## config.mk

```make
export PLATFORM = sky130hd
export DESIGN_NAME = cgil_ram
export DESIGN_NICKNAME = d
export VERILOG_FILES = /design/src/rtl/core/cmap_glyph_index_lookup_core_macros.svh /design/src/rtl/core/cgil_ram.sv
export SDC_FILE = /design/constraint.sdc
export NUM_CORES = 1
export LEC_CHECK = 0
export ABC_AREA = 1
export BUFFER_PORTS_ARGS = -buffer_cell sky130_fd_sc_hd__buf_4
export CORE_MARGIN = 5
export CORE_UTILIZATION = 50
export DETAILED_ROUTE_END_ITERATION = 6
export GPL_TIMING_DRIVEN = 0
export MAX_ROUTING_LAYER = met4
export PLACE_DENSITY = 0.66
export REMOVE_ABC_BUFFERS = 1
export SLEW_MARGIN = 20
export SYNTH_ARGS = -nofsm -noshare
export SYNTH_HDL_FRONTEND = slang
export SYNTH_SLANG_ARGS = --single-unit
```

## constraint.sdc

```tcl
create_clock -name clk -period 5.65 [get_ports clk]
set_input_delay 0.2825 -clock clk [delete_from_list [all_inputs] [get_ports clk]]
set_output_delay 0.2825 -clock clk [all_outputs]
set_load 0.02 [all_outputs]
```

## src/rtl/core/cmap_glyph_index_lookup_core_macros.svh

```systemverilog
// assertion macros for the cmap glyph lookup core
// used by the top level; needs nothing else
`ifndef CMAP_GLYPH_INDEX_LOOKUP_CORE_MACROS_SVH
`define CMAP_GLYPH_INDEX_LOOKUP_CORE_MACROS_SVH

// same-cycle implication
`define CGIL_ASSERT_IMP(label, clk, rst_n, ante, cons, msg) \
  label: assert property (@(posedge clk) disable iff (!rst_n) (ante) |-> (cons)) \
    else $error(msg);

// next-cycle implication
`define CGIL_ASSERT_NXT(label, clk, rst_n, ante, cons, msg) \
  label: assert property (@(posedge clk) disable iff (!rst_n) (ante) |=> (cons)) \
    else $error(msg);

`endif

```

## src/rtl/core/cgil_ram.sv

```systemverilog
// generic single-write, single-read ram with registered read data
// no dependencies
module cgil_ram #(
  parameter int WIDTH = 8,
  parameter int DEPTH = 64
) (
  input  logic                     clk,
  input  logic                     we,
  input  logic [$clog2(DEPTH)-1:0] waddr,
  input  logic [WIDTH-1:0]         wdata,
  input  logic [$clog2(DEPTH)-1:0] raddr,
  output logic [WIDTH-1:0]         rdata
);

  logic [WIDTH-1:0] mem [DEPTH];

  always_ff @(posedge clk) begin
    if (we) begin
      mem[waddr] <= wdata;
    end
    rdata <= mem[raddr];
  end

endmodule

```

==> results of run 1 <==
-- per-layer routing --
metal / GRT usage / part of all wire / vias up
met2: 0.326 / 0.47 / 508
met5: - / 0 / -
li1: - / - / 6322
met3: 0.0401 / 0.080 / 98
met1: 0.300 / 0.42 / 6444
met4: 0.0613 / 0.025 / 0
-- worst max-delay path by stage --
stage,slack [ns],to,cells after the start,start
3_3_place_gp,-0.60,rdata[3],9,raddr[1]
4_1_cts,3.25,rdata[3],12,raddr[0]
3_5_place_dp,2.64,rdata[4],12,raddr[0]
2_1_floorplan,2.85,rdata[7],8,raddr[1]
6_report,3.01,rdata[4],12,raddr[0]
5_1_grt,2.96,rdata[2],12,raddr[0]
-- cells in the mapped netlist --
cell and count:
nand2_1 648, nor2_1 56, buf_8 2, inv_2 1, buf_2 37, edfxtp_1 512
inv_6 1, buf_4 14, dfxtp_1 8, buf_6 35, nor4_1 8, nand3_1 439
buf_1 10, nand4_1 9, inv_1 10, clkbuf_1 15
-- critical path, stage by stage --
cell and delay, ns:
buf_8 0.40, buf_16 0.34, inv_12 0.19, buf_16 0.30
nand2_1 0.22, nand3_1 0.09, nand3_1 0.17, nand2_1 0.10
nand2_1 0.06, nand3_1 0.15, nand3_1 0.17, nand2_1 0.12
-- flip-flops by register name, indices dropped and copies added, names as in the netlist --
signal  flops
mem       512
rdata       8
-- through the flow --
| step | hold WS (ns) | util | TNS, ns |
|---|---|---|---|
| 6_report | 0.0766 | 0.553 | 0 |
| 5_1_grt | 0.0683 | 0.553 | 0 |
| 4_1_cts | 0.0476 | 0.553 | 0 |
| 3_5_place_dp | 0.651 | 0.516 | 0 |
| 3_3_place_gp | 0.654 | 0.510 | -4.58 |
| 2_1_floorplan | 0.381 | - | 0 |
-- final cells by class --
cell class,instances,area (um^2),area share
well taps,539,674,0.0290
clock inverters,24,155,0.00668
multi-input cells,1160,5000,0.215
diodes,1,2.50,0.000108
repair buffers,42,420,0.0181
flip-flops and latches,520,15500,0.668
inverters,12,67.6,0.00291
clock buffers,70,1390,0.0598
-- power groups by stage --
stage / combinational, mW / sequential [mW] / clock, mW
2_1_floorplan: 0.216 / 4.37 / 0
3_3_place_gp: 0.482 / 4.36 / 0
3_5_place_dp: 0.489 / 4.36 / 0
4_1_cts: 0.491 / 4.28 / 3.22
5_1_grt: 0.541 / 4.28 / 3.39
6_report: 0.490 / 4.28 / 3.17
-- cell families (layout without fill, tap and decap cells) --
logic type             count (synthesis)  after routing
AND/OR/NAND/NOR                     1160           1160
flip-flops                           520            520
buffers and inverters                125            148
other                                  0              1
==> key figures, run 1 <==
Status
  – Status: finished clean

Clocking
  – Clk pin slew, worst setup/hold paths: 0.06 ns
  – Num CTS Buffers: 52
  – Post-cts hold buffer count: 0
  – Clock Latency Late Sink: 0.59 ns
  – Setup bufs post-CTS: 0
  – Clock Path Buffers: 3
  – Root Driver: clkbuf_16
  – # H-tree levels: 2
  – # resized after CTS: 0
  – CTS tree: yes
  – Clock Sinks: 520

Finish
  – Area delta synth->final: 8.91%
  – Most frequent cells in the layout: nand2_1, edfxtp_1, nand3_1, nor2_1, clkbuf_16
  – Post-route cell area: 23,200 um^2
  – Fill count: 3,412
  – Layout cells sized above 1: 0.0646
  – Most common cell after layout, fill and taps aside: nand2_1
  – Finished Layout Cells: 2,368
  – # nets final: 1,810

Setup path
  – CP Capture Type: register
  – Critical Path AT: 3.09 ns
  – CP Max Fanout: 174
  – Worst R2R End: rdata[4]
  – Worst EP required: 6.09 ns
  – WS Path Type: primary input to register
  – R2r setup slk: 4.21 ns
  – R2R depth: 8
  – Crit start category: primary input
  – Worst flop-to-flop path startpoint: mem[56][4]

Timing
  – Fin Clk Skew: 0.0198 ns
  – Final slew viol count: 0
  – Worst-margin pin slew: 1.11 ns
  – # setup viols final: 0
  – Slew HR: 0.261
  – Final Hold Viols: 0
  – Final WS setup: 3.01 ns
  – Final Cycle Share: 0.468
  – F_max: 378 MHz
  – RSZ-0062 raised after global routing: no
  – Fin crit period: 2.64 ns

Floorplanning
  – Ports: 30
  – Die Y: 217 um
  – Die Wd: 217 um
  – Die footprint: 46,900 um^2
  – Row count: 75
  – Initial Util: 0.508
  – Placeable Area: 42,000 um^2

Global routing
  – Gr usage total: 0.214
  – Largest net degree at the start of global routing: 175
  – First-pass GRT wire length: 75.9 mm
  – Initial antenna violation count: 1
  – Total grt overflow: 0
  – Vias in the first global route: 12,900

Synth
  – Synthesized area per cell: 11.8 um^2
  – Synthesized area: 21,300 um^2
  – Area share of fa/ha/maj cells after synthesis: 0
  – Cell count after synthesis: 1,805
  – Area fraction in compound gates after synthesis: 0
  – Synth cell types: 16
  – Area leader, netlist: edfxtp_1
  – Synth area leaders: edfxtp_1, nand2_1, nand3_1
  – Share of the synthesized area in the top cell type: 0.720
  – Post-Synth Simple-Gate Area: 0.232
  – Synth Area in XOR/XNOR: 0
  – Synth Warn #: 0
  – Largest family of logic cells by synthesized area: simple AND/OR/NAND/NOR gates
  – Flops & latches, synth: 520
  – Post-synthesis sequential area ratio: 0.728
  – Post-synthesis mux area share: 0

Power
  – Switching share of power: 0.220
  – VDD IR-drop max: 0.228 mV
  – Pwr Total: 7.94 mW
  – Flop pwr share: 0.539
  – Pint: 6.20 mW
  – Static Leak: 8.27 nW
  – Pwr/cell area: 342 nW/um^2
  – Net Sw Power: 1.75 mW
  – Logic pwr share: 0.062
  – Clock Power Share: 0.400

Route
  – Final WL: 48.9 mm
  – Vias/cell: 5.65
  – Routed Antenna Nets: 0
  – Initial DRC count: 1,234
  – DR pass1 iterations: 5
  – Via count: 13,400
  – WL/cell: 20.6 um
  – Drc violations: 0

Place
  – Dpl cells: 2,273
  – Detailed Place HPWL: 26.6 mm
  – Dpl cell area: 21,700 um^2
  – Place WS: 2.64 ns
  – RD Place Congestion: 0.838
  – Port Buffers: 29

Worst hold path
  – Worst hold start: raddr[5]
  – Hold Path Sink: rdata[1]
  – HP Class: primary input to register
  – WHS Path Cells: 3

Flow run
  – MaxCap Viol Count: 0
Power figures use the tool's default switching activity.
==> run 2: changes to the inputs <==
- ABC_AREA: 1 -> 0
- PLACE_DENSITY: 0.66 -> 0.68
- clock period: 5.65 -> 2.2 ns (I/O delays scaled with it)
==> run 2 against run 1 <==
  * Utilization grew 1.7 points
  * Worst hold slack lost 0.039 ns
  * Sequential power grew to 2.6 times the previous value
  * Global-route usage shrank 1.1 points
  * Critical path type unchanged
  * Critical endpoint is now rdata[0]
  * Largest power group unchanged
==> key figures, run 2 <==
Setup path
  – CP Max Fanout: 55 (-68%)
  – CP max stage delay: 0.64 ns (+0.24 ns)
  – Crit start category: primary input
  – Worst EP required: 2.62 ns (-3.47 ns)
  – WS Path Type: primary input to register
  – CP Capture Type: register
  – CP delay by family, top: multiplexers
  – Worst path bufs/invs: 2 (-2)
  – CP max stage cell: a221oi_1
  – Critical Path AT: 2.57 ns (-0.52 ns)
  – Crit path cell chain: buf_6 > buf_16 > mux4_2 > mux2_2 > a221oi_1 > o2bb2ai_1

Route
  – WL/cell: 28.0 um (+35%)
  – Drc violations: 0 (unchanged)
  – Vias/cell: 6.14 (+8.7%)
  – Routed Antenna Nets: 0 (unchanged)
  – Final WL: 43.2 mm (-12%)
  – Via count: 9,475 (-29%)
  – Initial DRC count: 1,212 (-1.8%)
  – DR pass1 iterations: 5 (unchanged)

Timing
  – Final hold slack: 0.0372 ns (-0.0394 ns)
  – Worst-margin pin slew: 1.01 ns (-0.0992 ns)
  – Slew HR: 0.326 (+0.0645)
  – Fin Clk Skew: 0.0101 ns (-0.00970 ns)
  – Final Cycle Share: 0.976
  – Fin crit period: 2.15 ns
  – F_max: 466 MHz
  – Final slew viol count: 0 (unchanged)
  – Final Hold Viols: 0 (unchanged)
  – RSZ-0062 raised after global routing: no
  – # setup viols final: 0 (unchanged)
  – TNS Setup: 0 ns (unchanged)

Floorplanning
  – Die Y: 211 um (-2.7%)
  – Row count: 73 (-2.7%)
  – Placeable Area: 39,800 um^2 (-5.3%)
  – Initial Util: 0.506 (-0.00118)
  – Ports: 30 (unchanged)
  – Die footprint: 44,400 um^2 (-5.2%)
  – Die Wd: 211 um (-2.7%)

Global routing
  – Initial antenna violation count: 0 (-1)
  – Vias in the first global route: 9,719 (-24%)
  – Largest net degree at the start of global routing: 65 (-63%)
  – Total grt overflow: 0 (unchanged)
  – Gr usage total: 0.203 (-0.0109)
  – First-pass GRT wire length: 64.5 mm (-15%)

Finish
  – Most common cell after layout, fill and taps aside: edfxtp_1
  – Layout cells sized above 1: 0.248 (+0.184)
  – N_diodes: 0 (-1)
  – Largest register FFs: 512 (unchanged)
  – Most frequent cells in the layout: edfxtp_1, mux4_2, nor2_1, clkbuf_16, buf_4
  – # nets final: 999 (-45%)
  – Area delta synth->final: 12.6%
  – Fill count: 2,955 (-13%)
  – Most flops, register: mem
  – Regs by FF count: mem (512), rdata (8)

Clocking
  – Setup bufs post-CTS: 0 (unchanged)
  – Clock Sinks: 520 (unchanged)
  – Clock Latency Late Sink: 0.56 ns (-0.03 ns)
  – Root Driver: clkbuf_16
  – Clk pin slew, worst setup/hold paths: 0.06 ns (about the same)
  – # H-tree levels: 2 (unchanged)
  – CTS tree: yes
  – Num CTS Buffers: 50 (-3.8%)
  – Clock Path Buffers: 3 (unchanged)

Synth
  – Synthesized area per cell: 21.5 um^2 (+81%)
  – Post-synthesis sequential area ratio: 0.770 (+0.0423)
  – Count leader, synth: edfxtp_1
  – Cell count after synthesis: 940 (-48%)
  – Asr flop ratio synth: 0 (unchanged)
  – EDFF count, synth: 512 (unchanged)
  – Synthesized area: 20,200 um^2 (-5.5%)
  – Flops & latches, synth: 520 (unchanged)
  – Synth Warn #: 0 (unchanged)
  – Post-synth top cells: edfxtp_1, mux4_2, nor2_1, mux2i_1, nand2_1
  – Synth area leaders: edfxtp_1, mux4_2, nor2_1
  – Area leader, netlist: edfxtp_1
  – Synth cell types: 40 (+24)
  – Share of the synthesized area in the top cell type: 0.762 (+0.0419)
  – Top_reg_cell synth: edfxtp_1

Place
  – RD Place Congestion: 0.777 (-7.2%)
  – Detailed Place HPWL: 24.5 mm (-7.7%)
  – Port Buffers: 29 (unchanged)

Status
  – Status: finished clean

Power
  – Pwr/cell area: 925 nW/um^2 (+170%)
  – VDD IR-drop max: 0.696 mV (+210%)
  – Static Leak: 7.04 nW (-15%)
  – Pwr Total: 21.0 mW (+160%)

Flow run
  – MaxCap Viol Count: 0 (unchanged)

Worst hold path
  – HP Class: primary input to register
## run 2: cell types whose count changed after synthesis, moves of 23 or more
cell / delta
mux4_2: +126
nand3_1: -426
buf_6: -31
buf_2: -26
mux2i_1: +23
nand2_1: -629
nor2_1: +27
## run 2: power breakdown
group          internal (mW)  switching (mW)  leakage, nW  total, mW
clock network           5.42            3.53        0.843       8.95
logic                  0.409           0.650         1.52       1.06
registers               11.0          0.0289         4.67       11.0
total                   16.8            4.21         7.04       21.0
## run 2: cell families (layout without fill, tap and decap cells)
kind of cell	after synthesis	after routing	share of synthesized area
DFF	520	520	0.770
muxes	162	162	0.159
buffers and inverters	51	130	0.0157
AOI/OAI and AO/OA	54	54	0.0207
and+or+nand+nor	153	153	0.0339
## run 2: final timing paths
path | slack [ns] | cells after the start | from | endpoint
worst max-delay path | 0.05 | 6 | raddr[1] | rdata[0]
worst min-delay path | 0.04 | 2 | waddr[1] | mem[48][6]
worst max register to register | 0.09 | 5 | mem[21][6] | rdata[6]
worst min register to register | 0.92 | 4 | mem[23][1] | rdata[1]
## run 2: metal layers
layer,wire length [um],track usage,up-vias
li1,-,-,4014
met1,18500,0.298,4999
met2,20000,0.297,401
met3,4010,0.0489,61
met4,731,0.0438,0
met5,0,-,-
## run 2: repair_timing
| item | in CTS | in global routing |
|---|---|---|
| hold buffers | 1 | 0 |
| cloned | 2 | 0 |
| resized for setup | 4 | 1 |
| endpoints found under the setup margin | 7 | 3 |
| hold endpoints to repair | 5 | 0 |
## run 2: through the flow
step           cells  cell area (um^2)  setup slack [ns]  utilization
2_1_floorplan    889             19900             0.516            -
3_5_place_dp    1447             20900             -1.23        0.524
4_1_cts         1544             22700            0.0430        0.570
6_report        1544             22700            0.0523        0.570
5_1_grt         1544             22700           0.00811        0.570
3_3_place_gp    1443             20700             -2.62        0.520
## run 2: area by class of cell
cell class,count,area [um^2],area share
Timing Repair Buffer,36,419,0.0185
Tap cell,525,657,0.0289
Clock inverter,23,319,0.0141
Multi-Input combinational cell,369,4360,0.192
Sequential cell,520,15500,0.684
Clock buffer,71,1410,0.0623
